## config.mk

```make
export PLATFORM = sky130hd
export DESIGN_NAME = servo_command_packet_framer_unit
export DESIGN_NICKNAME = d
export VERILOG_FILES = /design/src/hw/rtl/scpf_pkg.sv /design/src/hw/rtl/scpf_front.sv /design/src/hw/rtl/scpf_queue.sv /design/src/hw/rtl/scpf_back.sv /design/src/hw/rtl/servo_command_packet_framer_unit.sv
export SDC_FILE = /design/constraint.sdc
export NUM_CORES = 1
export LEC_CHECK = 0
export ABC_AREA = 1
export BUFFER_PORTS_ARGS = -buffer_cell sky130_fd_sc_hd__buf_2
export CAP_MARGIN = 20
export CELL_PAD_IN_SITES_DETAIL_PLACEMENT = 0
export CELL_PAD_IN_SITES_GLOBAL_PLACEMENT = 1
export CORE_ASPECT_RATIO = 0.7
export CORE_MARGIN = 10
export CORE_UTILIZATION = 54
export CTS_BUF_LIST = sky130_fd_sc_hd__clkbuf_4 sky130_fd_sc_hd__clkbuf_8
export DETAILED_ROUTE_END_ITERATION = 16
export HOLD_SLACK_MARGIN = 0.03
export MAX_ROUTING_LAYER = met4
export PLACE_DENSITY_LB_ADDON = 0.25
export SETUP_SLACK_MARGIN = 0.1
export SLEW_MARGIN = 20
export SYNTH_ARGS = -nofsm -noshare
export SYNTH_HDL_FRONTEND = slang
export SYNTH_SLANG_ARGS = --single-unit
export TNS_END_PERCENT = 5
```

## constraint.sdc

```tcl
create_clock -name clk_i -period 12.6 [get_ports clk_i]
set_input_delay 2.52 -clock clk_i [delete_from_list [all_inputs] [get_ports clk_i]]
set_output_delay 2.52 -clock clk_i [all_outputs]
set_load 0.005 [all_outputs]
```

## src/hw/rtl/scpf_pkg.sv

```systemverilog
// ----------------------------------------------------------------------------
// scpf_pkg: shared types and constants of the servo command packet framer
// Request codes, packet byte constants, scaling factors and the packet
// descriptor that travels from the front end to the serializer.
// ----------------------------------------------------------------------------
package scpf_pkg;

  localparam int unsigned ANGLE_W     = 9;
  localparam int unsigned RPM_W       = 7;
  localparam int unsigned POS_W       = 11;
  localparam int unsigned SPD_W       = 10;
  localparam int unsigned NUM_PARAMS  = 5;
  localparam int unsigned QUEUE_DEPTH = 2;
  localparam int unsigned BYTE_IDX_W  = 4;

  // Configuration register indexes
  localparam logic CFG_LOWER = 1'b0;
  localparam logic CFG_UPPER = 1'b1;

  localparam logic [ANGLE_W-1:0] LOWER_RESET = 9'd0;
  localparam logic [ANGLE_W-1:0] UPPER_RESET = 9'd300;
  localparam logic [RPM_W-1:0]   MAX_RPM     = 7'd114;

  // x*1023/360 and x*1023/114 as exact reciprocal multiplications
  localparam logic [29:0] POS_MULT  = 30'd762805065;
  localparam int unsigned POS_SHIFT = 28;
  localparam int unsigned POS_PROD_W = ANGLE_W + 30;
  localparam logic [27:0] SPD_MULT  = 28'd150553887;
  localparam int unsigned SPD_SHIFT = 24;
  localparam int unsigned SPD_PROD_W = RPM_W + 28;

  localparam logic [7:0] HDR_BYTE  = 8'hFF;
  localparam logic [7:0] INS_WRITE = 8'h03;
  localparam logic [7:0] INS_READ  = 8'h02;
  localparam logic [7:0] REG_GOAL  = 8'h1E;
  localparam logic [7:0] LEN_MOVE  = 8'h07;
  localparam logic [7:0] LEN_READ  = 8'h04;

  // Byte positions inside a packet
  localparam logic [BYTE_IDX_W-1:0] BYTE_HDR0  = 4'd0;
  localparam logic [BYTE_IDX_W-1:0] BYTE_HDR1  = 4'd1;
  localparam logic [BYTE_IDX_W-1:0] BYTE_ID    = 4'd2;
  localparam logic [BYTE_IDX_W-1:0] BYTE_LEN   = 4'd3;
  localparam logic [BYTE_IDX_W-1:0] BYTE_INS   = 4'd4;
  localparam logic [BYTE_IDX_W-1:0] BYTE_PAR0  = 4'd5;
  localparam logic [BYTE_IDX_W-1:0] BYTE_PAR1  = 4'd6;
  localparam logic [BYTE_IDX_W-1:0] BYTE_PAR2  = 4'd7;
  localparam logic [BYTE_IDX_W-1:0] BYTE_PAR3  = 4'd8;
  localparam logic [BYTE_IDX_W-1:0] BYTE_PAR4  = 4'd9;
  localparam logic [BYTE_IDX_W-1:0] LAST_MOVE  = 4'd10;
  localparam logic [BYTE_IDX_W-1:0] LAST_READ  = 4'd7;

  typedef enum logic [2:0] {
    REQ_MOVE       = 3'd0,
    REQ_READ_ANGLE = 3'd1,
    REQ_READ_SPEED = 3'd2,
    REQ_READ_DELAY = 3'd3,
    REQ_READ_VOLT  = 3'd4,
    REQ_READ_TEMP  = 3'd5
  } req_e;

  typedef struct packed {
    logic [7:0]                  id;
    logic [7:0]                  len_byte;
    logic [7:0]                  ins;
    logic [NUM_PARAMS-1:0][7:0]  param;
    logic [BYTE_IDX_W-1:0]       last_idx;
  } pkt_desc_t;

  function automatic logic [7:0] read_addr(input req_e req);
    logic [7:0] a;
    unique case (req)
      REQ_READ_ANGLE: a = 8'h24;
      REQ_READ_SPEED: a = 8'h26;
      REQ_READ_DELAY: a = 8'h05;
      REQ_READ_VOLT:  a = 8'h2A;
      REQ_READ_TEMP:  a = 8'h2B;
      default:        a = 8'h00;
    endcase
    return a;
  endfunction

  function automatic logic [7:0] read_len(input req_e req);
    logic [7:0] l;
    case (req) inside
      REQ_READ_ANGLE, REQ_READ_SPEED: l = 8'h02;
      default:                        l = 8'h01;
    endcase
    return l;
  endfunction

endpackage

```

## src/hw/rtl/scpf_front.sv

```systemverilog
// ----------------------------------------------------------------------------
// scpf_front: command intake and packet classification
// Clamps and saturates the command, scales angle and speed, and builds the
// packet descriptor in a two-stage pipeline feeding the queue.
// ----------------------------------------------------------------------------
module scpf_front
  import scpf_pkg::*;
(
  input  logic               clk_i,
  input  logic               rst_ni,
  input  logic [ANGLE_W-1:0] lower_limit_i,
  input  logic [ANGLE_W-1:0] upper_limit_i,
  input  logic               in_valid_i,
  output logic               in_stall_o,
  input  logic [2:0]         req_type_i,
  input  logic [7:0]         servo_id_i,
  input  logic [ANGLE_W-1:0] target_angle_i,
  input  logic [RPM_W-1:0]   target_rpm_i,
  output logic               push_o,
  input  logic               queue_full_i,
  output pkt_desc_t          desc_o
);

  logic               s1_v_q, s1_v_d;
  req_e               s1_req_q;
  logic [7:0]         s1_id_q;
  logic [ANGLE_W-1:0] s1_ang_q, ang_clamped;
  logic [RPM_W-1:0]   s1_rpm_q, rpm_sat;
  logic               s2_v_q, s2_v_d;
  pkt_desc_t          s2_desc_q, desc_d;
  logic               s1_ready, s2_ready, accept;
  logic [POS_PROD_W-1:0] pos_prod;
  logic [SPD_PROD_W-1:0] spd_prod;
  logic [POS_W-1:0]   pos;
  logic [SPD_W-1:0]   spd;

  assign s2_ready   = !s2_v_q || !queue_full_i;
  assign s1_ready   = !s1_v_q || s2_ready;
  assign in_stall_o = !s1_ready;
  assign accept     = in_valid_i && s1_ready;

  // Upper limit is tested first
  always_comb begin
    if (target_angle_i > upper_limit_i) begin
      ang_clamped = upper_limit_i;
    end else if (target_angle_i < lower_limit_i) begin
      ang_clamped = lower_limit_i;
    end else begin
      ang_clamped = target_angle_i;
    end
    rpm_sat = (target_rpm_i > MAX_RPM) ? MAX_RPM : target_rpm_i;
  end

  // Drop unused request codes at intake
  always_comb begin
    s1_v_d = s1_v_q;
    if (s1_ready) begin
      s1_v_d = accept && (req_type_i <= 3'(REQ_READ_TEMP));
    end
    s2_v_d = s2_v_q;
    if (s2_ready) begin
      s2_v_d = s1_v_q;
    end
  end

  always_ff @(posedge clk_i or negedge rst_ni) begin
    if (!rst_ni) begin
      s1_v_q <= 1'b0;
      s2_v_q <= 1'b0;
    end else begin
      s1_v_q <= s1_v_d;
      s2_v_q <= s2_v_d;
    end
  end

  always_ff @(posedge clk_i) begin
    if (accept) begin
      s1_req_q <= req_e'(req_type_i);
      s1_id_q  <= servo_id_i;
      s1_ang_q <= ang_clamped;
      s1_rpm_q <= rpm_sat;
    end
    if (s2_ready && s1_v_q) begin
      s2_desc_q <= desc_d;
    end
  end

  assign pos_prod = POS_PROD_W'(s1_ang_q) * POS_PROD_W'(POS_MULT);
  assign spd_prod = SPD_PROD_W'(s1_rpm_q) * SPD_PROD_W'(SPD_MULT);
  assign pos      = pos_prod[POS_SHIFT +: POS_W];
  assign spd      = spd_prod[SPD_SHIFT +: SPD_W];

  always_comb begin
    desc_d    = '0;
    desc_d.id = s1_id_q;
    if (s1_req_q == REQ_MOVE) begin
      desc_d.len_byte = LEN_MOVE;
      desc_d.ins      = INS_WRITE;
      desc_d.param[0] = REG_GOAL;
      desc_d.param[1] = pos[7:0];
      desc_d.param[2] = 8'(pos[POS_W-1:8]);
      desc_d.param[3] = spd[7:0];
      desc_d.param[4] = 8'(spd[SPD_W-1:8]);
      desc_d.last_idx = LAST_MOVE;
    end else begin
      desc_d.len_byte = LEN_READ;
      desc_d.ins      = INS_READ;
      desc_d.param[0] = read_addr(s1_req_q);
      desc_d.param[1] = read_len(s1_req_q);
      desc_d.last_idx = LAST_READ;
    end
  end

  assign push_o = s2_v_q && !queue_full_i;
  assign desc_o = s2_desc_q;

endmodule

```

## src/hw/rtl/scpf_queue.sv

```systemverilog
// ----------------------------------------------------------------------------
// scpf_queue: descriptor queue between front end and serializer
// Small register FIFO; lets each side stall independently.
// ----------------------------------------------------------------------------
module scpf_queue
  import scpf_pkg::*;
#(
  parameter int unsigned Depth = QUEUE_DEPTH
) (
  input  logic      clk_i,
  input  logic      rst_ni,
  input  logic      push_i,
  input  pkt_desc_t push_desc_i,
  input  logic      pop_i,
  output pkt_desc_t head_desc_o,
  output logic      full_o,
  output logic      empty_o
);

  localparam int unsigned PtrW = (Depth > 1) ? $clog2(Depth) : 1;
  localparam int unsigned CntW = $clog2(Depth + 1);

  pkt_desc_t       mem_q [Depth];
  logic [PtrW-1:0] wr_ptr_q, wr_ptr_d, rd_ptr_q, rd_ptr_d;
  logic [CntW-1:0] cnt_q, cnt_d;

  function automatic logic [PtrW-1:0] bump(input logic [PtrW-1:0] p);
    return (p == PtrW'(Depth - 1)) ? '0 : p + 1'b1;
  endfunction

  assign full_o      = (cnt_q == CntW'(Depth));
  assign empty_o     = (cnt_q == '0);
  assign head_desc_o = mem_q[rd_ptr_q];

  always_comb begin
    wr_ptr_d = push_i ? bump(wr_ptr_q) : wr_ptr_q;
    rd_ptr_d = pop_i ? bump(rd_ptr_q) : rd_ptr_q;
    cnt_d    = cnt_q;
    if (push_i && !pop_i) begin
      cnt_d = cnt_q + 1'b1;
    end else if (pop_i && !push_i) begin
      cnt_d = cnt_q - 1'b1;
    end
  end

  always_ff @(posedge clk_i or negedge rst_ni) begin
    if (!rst_ni) begin
      wr_ptr_q <= '0;
      rd_ptr_q <= '0;
      cnt_q    <= '0;
    end else begin
      wr_ptr_q <= wr_ptr_d;
      rd_ptr_q <= rd_ptr_d;
      cnt_q    <= cnt_d;
    end
  end

  always_ff @(posedge clk_i) begin
    if (push_i) begin
      mem_q[wr_ptr_q] <= push_desc_i;
    end
  end

endmodule

```

## src/hw/rtl/scpf_back.sv

```systemverilog
// ----------------------------------------------------------------------------
// scpf_back: packet serializer
// Walks the head descriptor byte by byte into the output register and
// accumulates the checksum on the fly.
// ----------------------------------------------------------------------------
module scpf_back
  import scpf_pkg::*;
(
  input  logic      clk_i,
  input  logic      rst_ni,
  input  pkt_desc_t head_desc_i,
  input  logic      head_valid_i,
  output logic      pop_o,
  output logic      out_valid_o,
  input  logic      out_stall_i,
  output logic [7:0] tx_byte_o,
  output logic      last_byte_o
);

  logic [BYTE_IDX_W-1:0] cnt_q, cnt_d;
  logic [7:0]            sum_q, sum_d;
  logic                  out_v_q, out_v_d;
  logic [7:0]            tx_q, tx_d;
  logic                  last_q, last_d;
  logic [7:0]            cur_byte;
  logic                  adv, is_last, load;

  assign adv     = !out_v_q || !out_stall_i;
  assign load    = adv && head_valid_i;
  assign is_last = (cnt_q == head_desc_i.last_idx);
  assign pop_o   = load && is_last;

  always_comb begin
    case (cnt_q) inside
      BYTE_HDR0, BYTE_HDR1: cur_byte = HDR_BYTE;
      BYTE_ID:   cur_byte = head_desc_i.id;
      BYTE_LEN:  cur_byte = head_desc_i.len_byte;
      BYTE_INS:  cur_byte = head_desc_i.ins;
      BYTE_PAR0: cur_byte = head_desc_i.param[0];
      BYTE_PAR1: cur_byte = head_desc_i.param[1];
      BYTE_PAR2: cur_byte = head_desc_i.param[2];
      BYTE_PAR3: cur_byte = head_desc_i.param[3];
      BYTE_PAR4: cur_byte = head_desc_i.param[4];
      default:   cur_byte = '0;
    endcase
  end

  always_comb begin
    out_v_d = out_v_q;
    tx_d    = tx_q;
    last_d  = last_q;
    cnt_d   = cnt_q;
    sum_d   = sum_q;
    if (adv) begin
      out_v_d = head_valid_i;
    end
    if (load) begin
      tx_d   = is_last ? ~sum_q : cur_byte;
      last_d = is_last;
      cnt_d  = is_last ? '0 : cnt_q + 1'b1;
      // Restart the sum on the header bytes
      sum_d  = (cnt_q < BYTE_ID) ? '0 : sum_q + cur_byte;
    end
  end

  always_ff @(posedge clk_i or negedge rst_ni) begin
    if (!rst_ni) begin
      out_v_q <= 1'b0;
      cnt_q   <= '0;
    end else begin
      out_v_q <= out_v_d;
      cnt_q   <= cnt_d;
    end
  end

  always_ff @(posedge clk_i) begin
    tx_q   <= tx_d;
    last_q <= last_d;
    sum_q  <= sum_d;
  end

  assign out_valid_o = out_v_q;
  assign tx_byte_o   = tx_q;
  assign last_byte_o = last_q;

endmodule

```

## src/hw/rtl/servo_command_packet_framer_unit.sv

```systemverilog
// ----------------------------------------------------------------------------
// servo_command_packet_framer_unit: servo instruction packet framer
// Turns one servo command into its instruction packet, one byte per transfer.
// ----------------------------------------------------------------------------
// Usage:
//   Input channel (in_valid_i / in_stall_o) takes one command per transfer.
//   A move yields 11 bytes: FF FF id 07 03 1E posL posH spdL spdH sum; the
//   five reads yield 8 bytes: FF FF id 04 02 addr len sum. Request codes 6
//   and 7 are dropped and yield nothing.
//   Output channel (out_valid_o / out_stall_i) carries one byte per transfer;
//   last_byte_o marks the checksum byte.
//   Each command goes through both front-end stages, the queue and tx_q.
//   Throughput: the serializer moves one byte per cycle while out_stall_i is
//   low, with no gap between packets; the output port sets this rate.
//   Commands are taken back to back until the two pipeline stages and the
//   descriptor queue (QueueDepth entries) fill.
//   A stalled output holds its byte; the queue then fills and in_stall_o
//   rises. Reset empties the pipeline, the queue and the output register and
//   loads the angle limits with 0 and 300 degrees.
//   Configuration: write the limits only while the block is idle.
// ----------------------------------------------------------------------------
module servo_command_packet_framer_unit
  import scpf_pkg::*;
#(
  parameter int unsigned QueueDepth = QUEUE_DEPTH
) (
  input  logic               clk_i,
  input  logic               rst_ni,
  // Configuration write port
  input  logic               cfg_we_i,
  input  logic               cfg_idx_i,
  input  logic [ANGLE_W-1:0] cfg_wdata_i,
  // Command channel
  input  logic               in_valid_i,
  output logic               in_stall_o,
  input  logic [2:0]         req_type_i,
  input  logic [7:0]         servo_id_i,
  input  logic [ANGLE_W-1:0] target_angle_i,
  input  logic [RPM_W-1:0]   target_rpm_i,
  // Byte channel
  output logic               out_valid_o,
  input  logic               out_stall_i,
  output logic [7:0]         tx_byte_o,
  output logic               last_byte_o
);

  logic [ANGLE_W-1:0] lower_q, lower_d, upper_q, upper_d;
  logic               q_push, q_pop, q_full, q_empty;
  pkt_desc_t          push_desc, head_desc;

  // Limit registers
  always_comb begin
    lower_d = lower_q;
    upper_d = upper_q;
    if (cfg_we_i) begin
      unique case (cfg_idx_i)
        CFG_LOWER: lower_d = cfg_wdata_i;
        CFG_UPPER: upper_d = cfg_wdata_i;
        default:   ;
      endcase
    end
  end

  always_ff @(posedge clk_i or negedge rst_ni) begin
    if (!rst_ni) begin
      lower_q <= LOWER_RESET;
      upper_q <= UPPER_RESET;
    end else begin
      lower_q <= lower_d;
      upper_q <= upper_d;
    end
  end

  // Front end: clamp, scale, classify
  scpf_front u_front (
    .clk_i          (clk_i),
    .rst_ni         (rst_ni),
    .lower_limit_i  (lower_q),
    .upper_limit_i  (upper_q),
    .in_valid_i     (in_valid_i),
    .in_stall_o     (in_stall_o),
    .req_type_i     (req_type_i),
    .servo_id_i     (servo_id_i),
    .target_angle_i (target_angle_i),
    .target_rpm_i   (target_rpm_i),
    .push_o         (q_push),
    .queue_full_i   (q_full),
    .desc_o         (push_desc)
  );

  // Decouple intake from the byte stream
  scpf_queue #(
    .Depth (QueueDepth)
  ) u_queue (
    .clk_i       (clk_i),
    .rst_ni      (rst_ni),
    .push_i      (q_push),
    .push_desc_i (push_desc),
    .pop_i       (q_pop),
    .head_desc_o (head_desc),
    .full_o      (q_full),
    .empty_o     (q_empty)
  );

  // Back end: serialize and append the checksum
  scpf_back u_back (
    .clk_i        (clk_i),
    .rst_ni       (rst_ni),
    .head_desc_i  (head_desc),
    .head_valid_i (!q_empty),
    .pop_o        (q_pop),
    .out_valid_o  (out_valid_o),
    .out_stall_i  (out_stall_i),
    .tx_byte_o    (tx_byte_o),
    .last_byte_o  (last_byte_o)
  );

  // Never write into a full queue
  a_no_push_full: assert property (@(posedge clk_i) disable iff (!rst_ni)
    q_push |-> !q_full)
    else $error("push into full queue");

  // Never retire a descriptor that is not there
  a_no_pop_empty: assert property (@(posedge clk_i) disable iff (!rst_ni)
    q_pop |-> !q_empty)
    else $error("pop from empty queue");

  // Intake holds off only when the queue is backed up
  a_stall_full: assert property (@(posedge clk_i) disable iff (!rst_ni)
    in_stall_o |-> q_full)
    else $error("intake stalled with queue space left");

  // A packet ends only when its descriptor retires
  a_last_pop: assert property (@(posedge clk_i) disable iff (!rst_ni)
    q_pop |=> (out_valid_o && last_byte_o))
    else $error("retired descriptor without a checksum byte");

endmodule

```

Yosys cells after proc, flatten, opt, wreduce, memory -nomap -nowiden. Memories as Yosys holds them, arrays and structs flattened. Cells that the tools add are included. Widths: inputs -> output; s select.

Bits in writable memories: 136. Latch bits: 0. ROM bits: 0. Logic and storage cells: 110. Register bits after elaboration: 141. Input bits: 42. Memories: 1. Output and inout port bits: 11.

Bitwise operators: 2. Equality and inequality tests: 16. Shifts and indexed selects: 0. $lt $le $gt $ge: 5. Reduce and logical (&&, ||, !) cells: 28. Div/mod/pow operators: 0. Mux-type cells: 23. Add/sub/neg operators: 6. $mul: 2.

Memory list: u_queue.mem_q (depth 2, width 68, rd ports 1, clocked after Yosys merged registers in 0, wr ports 1, RTL line scpf_queue.sv:23) `pkt_desc_t mem_q [Depth];`.

Operators with widths (count): $mux 8 (10); $mul 9x30->39 const B (1); $mul 7x28->34 const B (1); $pmux 6 s5 (1); $mux 20 (1); $mux 9 (2); $eq 4x3->1 const B (4); $mux 10 (1); $gt 9x9->1 (1); $logic_not 1->1 (9); $lt 9x9->1 (1); $add 8x8->8 (1); $eq 4x2->1 const B (2); $eq 4x4->1 const B (2); $logic_and 1x1->1 (8); $not 8->8 (1); $gt 7x7->1 const B (1); $eq 3x2->1 const B (2); $eq 3x3->1 const B (2); $mux 2 (3); $add 4x1->4 const B (1); $eq 4x1->1 const B (1); $eq 4x4->1 (1); $logic_not 4->1 (1); 16 further kinds (24).

Longest topological paths before layout.
Depth after elaboration: 11. Gate-level depth with buffers: 22. Depth with buffers taken out: 22.

By module. A second synthesis with hierarchy kept.

Cell total of the unflattened synthesis: 1965. Area total of the unflattened synthesis: 18542.8 um^2.

Modules (own cells, without submodules): scpf_front (cells each 1306, instances 1, area each 10437.5 um^2); scpf_queue (cells each 237, instances 1, area each 5156.2 um^2); scpf_back (cells each 343, instances 1, area each 2218.4 um^2); servo_command_packet_framer_unit (cells each 79, instances 1, area each 730.7 um^2).

Least setup slack after synthesis. No wires, ideal clock.

Path type: register to register. Start: register u_front.s1_ang_q[0]. End: register u_front.s2_desc_q, in the netlist u_front.desc_o[19] (data pin). Period minus slack after synthesis: 4.188 ns. Setup time: 0.255 ns. Data required time: 12.345 ns. Cell stages (with the launch flop): 18. Buffers on the path: 0. Arrival: 3.933 ns. Path slack: 8.412 ns. Path through: edfxtp_1 -> fa_1 -> inv_1 -> fa_1 -> inv_1 -> fa_1 -> inv_1 -> fa_1 -> inv_1 -> ha_1 -> nand2_1 -> inv_1 -> a21oi_1 -> or2_2 -> a21oi_1 -> nor2_1 -> a21oi_1 -> nor2_1.

Word-level cells in the longest chain between the ends: 2.

Ends and longest elaborated chain: start: declaration (RTL line scpf_front.sv:27) `logic [ANGLE_W-1:0] s1_ang_q, ang_clamped;`; start signal: assignment (RTL line scpf_front.sv:80) `s1_ang_q <= ang_clamped;`; $mul 9x30->39 (RTL line scpf_front.sv:88) `assign pos_prod = POS_PROD_W'(s1_ang_q) * POS_PROD_W'(POS_MULT);`; $mux 20 (RTL line scpf_front.sv:96) `if (s1_req_q == REQ_MOVE) begin`; end signal: assignment (RTL line scpf_front.sv:84) `s2_desc_q <= desc_d;`; end: declaration (RTL line scpf_front.sv:30) `pkt_desc_t s2_desc_q, desc_d;`.

No other way between the ends. A chain may end at the register's enable or synchronous reset.

Final worst setup path.
Start: register u_front.s1_rpm_q[6]. End: register u_front.s2_desc_q, in the netlist u_front.desc_o[37] (data pin).

Word-level cells in the longest chain between the ends: 1.

Ends and longest elaborated chain: start: declaration (RTL line scpf_front.sv:28) `logic [RPM_W-1:0] s1_rpm_q, rpm_sat;`; start signal: assignment (RTL line scpf_front.sv:81) `s1_rpm_q <= rpm_sat;`; $mul 7x28->34 (RTL line scpf_front.sv:89) `assign spd_prod = SPD_PROD_W'(s1_rpm_q) * SPD_PROD_W'(SPD_MULT);`.

No other way between the ends.

==> impl_metrics.toml <==
[routing]
routed_wl_mm = 38.9
ant_nets = 0
first_pass_iters = 7
drc_errors = 0
vias = 11600
first_iter_violations = 1014
vias_per_cell = 5.31
avgRoutedWirePerCell_um = 17.9

[logic_synthesis]
ys_ff_latch = 184
syn_avg_cell_area_um2 = 8.76
synth_async_sr_flop_share_pct = 15.8
synth.net_count = 2060
synth_edf_count = 155
netlist_instances = 1738
yosys_warnings = 0
ys_types = 42
ys_seq_area_share_pct = 35.4
syn-cell-area_um2 = 15200
synth_flop_cell = "edfxtp_1"

[setup_path]
critical_path_class = "reg2reg"
crit_required_ps = 12840
path_max_fanout = 8
crit_path_start_kind = "flip-flop"
endpoint_kind = "flip-flop"
arrival_ps = 4980

[timing]
setup_viol = 0
post-route-period-util_pct = 37.6
finClkSkew_ps = 25.6
fin_crit_ps = 4740
hold_violations = 0
maxSlewViolCount = 0
fmax_mhz = 211
maxSlewHeadroom_pct = 42.7
rsz0062_at_grt = "false"
worstMarginPinSlew_ps = 858
tns_ps = 0
setup_slack_ps = 7860

[clocking]
cts_tree = "done"
htree_levels = 4
clk-insertion-delay-late_ps = 490
postCtsSetupBuffers = 0
clkTransAtPathRegs_ps = 130
cts_resized = 0
clk_path_buf_depth = 2
cts_hold_buf = 0
cts_root_buf = "clkbuf_8"
numClockSinks = 184
cts_buffers = 17

[finish]
nets = 2119
num_antenna_cells = 0
fill_cells = 2527
areaGrowthSynthToFinish_pct = 7.69
seq_area_um2 = 5390
postLayoutCellArea_um2 = 16400
drive_above_1_share_pct = 6.41
multi_input_area_um2 = 8470

[floorplan]
die_y_um = 161
die_w_um = 221
ios = 53
die-area_um2 = 35400
core_um2 = 27800
start_util_pct = 54.7
fp-row-count = 51

[global_route]
grt_pass1_vias = 11800
antenna_found_initial = 1
overflow = 0
grt_usage_pct = 23.6
grt_pass1_wl_mm = 63.7
grt_max_degree = 40

[placed_design]
placed_area_um2 = 16000
place_ws_ps = 7810
hpwl_mm = 32.2
routabilityCongestion = 0.949
port_buffers = 52

[flow_run]
maxCapViolations = 0

[worst_hold_path]
hp-class = "reg2reg"

[status]
status = "complete, no violations"
==> Yosys cell counts, drive strengths merged (10+ instances only) <==
cell | number | share of area (%)
nand2 | 364 | 9.0
inv | 345 | 8.5
ha | 173 | 14
nor2 | 164 | 4.1
edfxtp | 155 | 31
a21oi | 124 | 4.1
fa | 107 | 14
o21ai | 97 | 3.2
nand3 | 51 | 1.7
dfrtp | 25 | 4.1
nor3 | 18 | 0.59
a21o | 11 | 0.54
nand4 | 11 | 0.45
o21bai | 11 | 0.54
clkbuf | 10 | 0.25
==> kinds of logic (layout without fill, tap and decap cells) <==
group | count (synthesis) | count (layout) | synth area share [%]
fa+ha+maj | 280 | 280 | 28.3
flops | 184 | 184 | 35.4
buf+inv | 363 | 435 | 9.13
xor+xnor | 6 | 6 | 0.394
compound gates | 275 | 275 | 9.97
simple gates | 628 | 628 | 16.7
mux | 2 | 2 | 0.131
==> cells in the final DEF, fill, tap and decap left out, drive strengths merged, types with 2 or more instances in the layout <==
cell	n
nand2	364
inv	352
ha	173
nor2	164
edfxtp	155
a21oi	124
fa	107
o21ai	97
buf	58
nand3	51
dfrtp	25
nor3	18
clkbuf	17
a21o	11
nand4	11
o21bai	11
or2	8
o21a	8
a21boi	6
nor4	6
a31oi	5
clkinv	5
o211ai	4
dfstp	4
xor2	4
o31ai	3
o311ai	3
nand3b	3
mux2i	2
xnor2	2
nor3b	2
bufinv	2
==> stage by stage <==
stage               hold slack [ps]  cells  utilization, %
floorplan                       400   1738               -
global placement                404   2147            57.2
detailed placement              408   2149            57.4
CTS                             433   2181            58.9
global route                    450   2181            58.9
finish                          436   2181            58.9
==> per-layer routing <==
metal	wire (um)	GRT usage, %	vias to the layer above	share of wire, %
met1	19400	34.4	5509	50
li1	-	-	5753	-
met3	2190	4.04	24	5.6
met4	306	4.13	0	0.79
met2	17100	34.3	299	44
met5	0	-	-	0
==> critical path, cell delays in order, from the launching register on <==
cell and delay [ps]:
edfxtp_1 690, fa_1 670, inv_1 100, fa_1 450
fa_1 510, inv_1 50, ha_1 290, ha_1 460
nand2_1 260, a21oi_1 180, nor2_1 50, nand2_1 120
nand2_1 60, nand2_1 50, nand2_1 70, o21ai_0 260
nand2_1 80, nand2_1 80, nor2_1 40
==> layout make-up <==
| type | count | share of cell area [%] |
|---|---|---|
| timing repair buffer | 58 | 2.11 |
| inverter | 345 | 7.90 |
| multi-input combinational | 1191 | 51.6 |
| tap | 371 | 2.83 |
| clock buffer | 17 | 1.43 |
| clock inverter | 15 | 1.27 |
| sequential | 184 | 32.8 |
==> worst paths after layout <==
path	to	cells after the start	slack (ps)	startpoint
worst max-delay path	u_front.desc_o[37]$_SDFFCE_PN0P_	18	7860	u_front.s1_rpm_q[6]$_SDFFCE_PN1P_
worst min-delay path	u_front.desc_o[64]$_DFFE_PP_	0	440	u_front.s1_id_q[4]$_DFFE_PP_
worst max register to register	u_front.desc_o[37]$_SDFFCE_PN0P_	18	7860	u_front.s1_rpm_q[6]$_SDFFCE_PN1P_
worst min register to register	u_front.desc_o[64]$_DFFE_PP_	0	440	u_front.s1_id_q[4]$_DFFE_PP_
max in group asynchronous	lower_q[7]$_DFFE_PN0P_	1	10100	rst_ni
min in group asynchronous	u_back.cnt_q[0]$_DFFE_PN0P_	1	2040	rst_ni
==> state kept, by name, indices dropped and copies added, names as in the netlist, 2 cells and up <==
signal and cells:
u_front.s1_ang_q 9, u_front.s1_rpm_q 7, u_front.desc_o 37, u_back.cnt_q 4, u_queue.cnt_q 2, upper_q 9, u_back.sum_q 8, u_front.s1_id_q 8
u_queue.mem_q 74, u_back.tx_byte_o 8, u_front.s1_req_q 3, lower_q 9
Power is left out: the tool's default activity adds up to more than one toggle a clock period on the data nets, which glitch-free logic cannot reach.
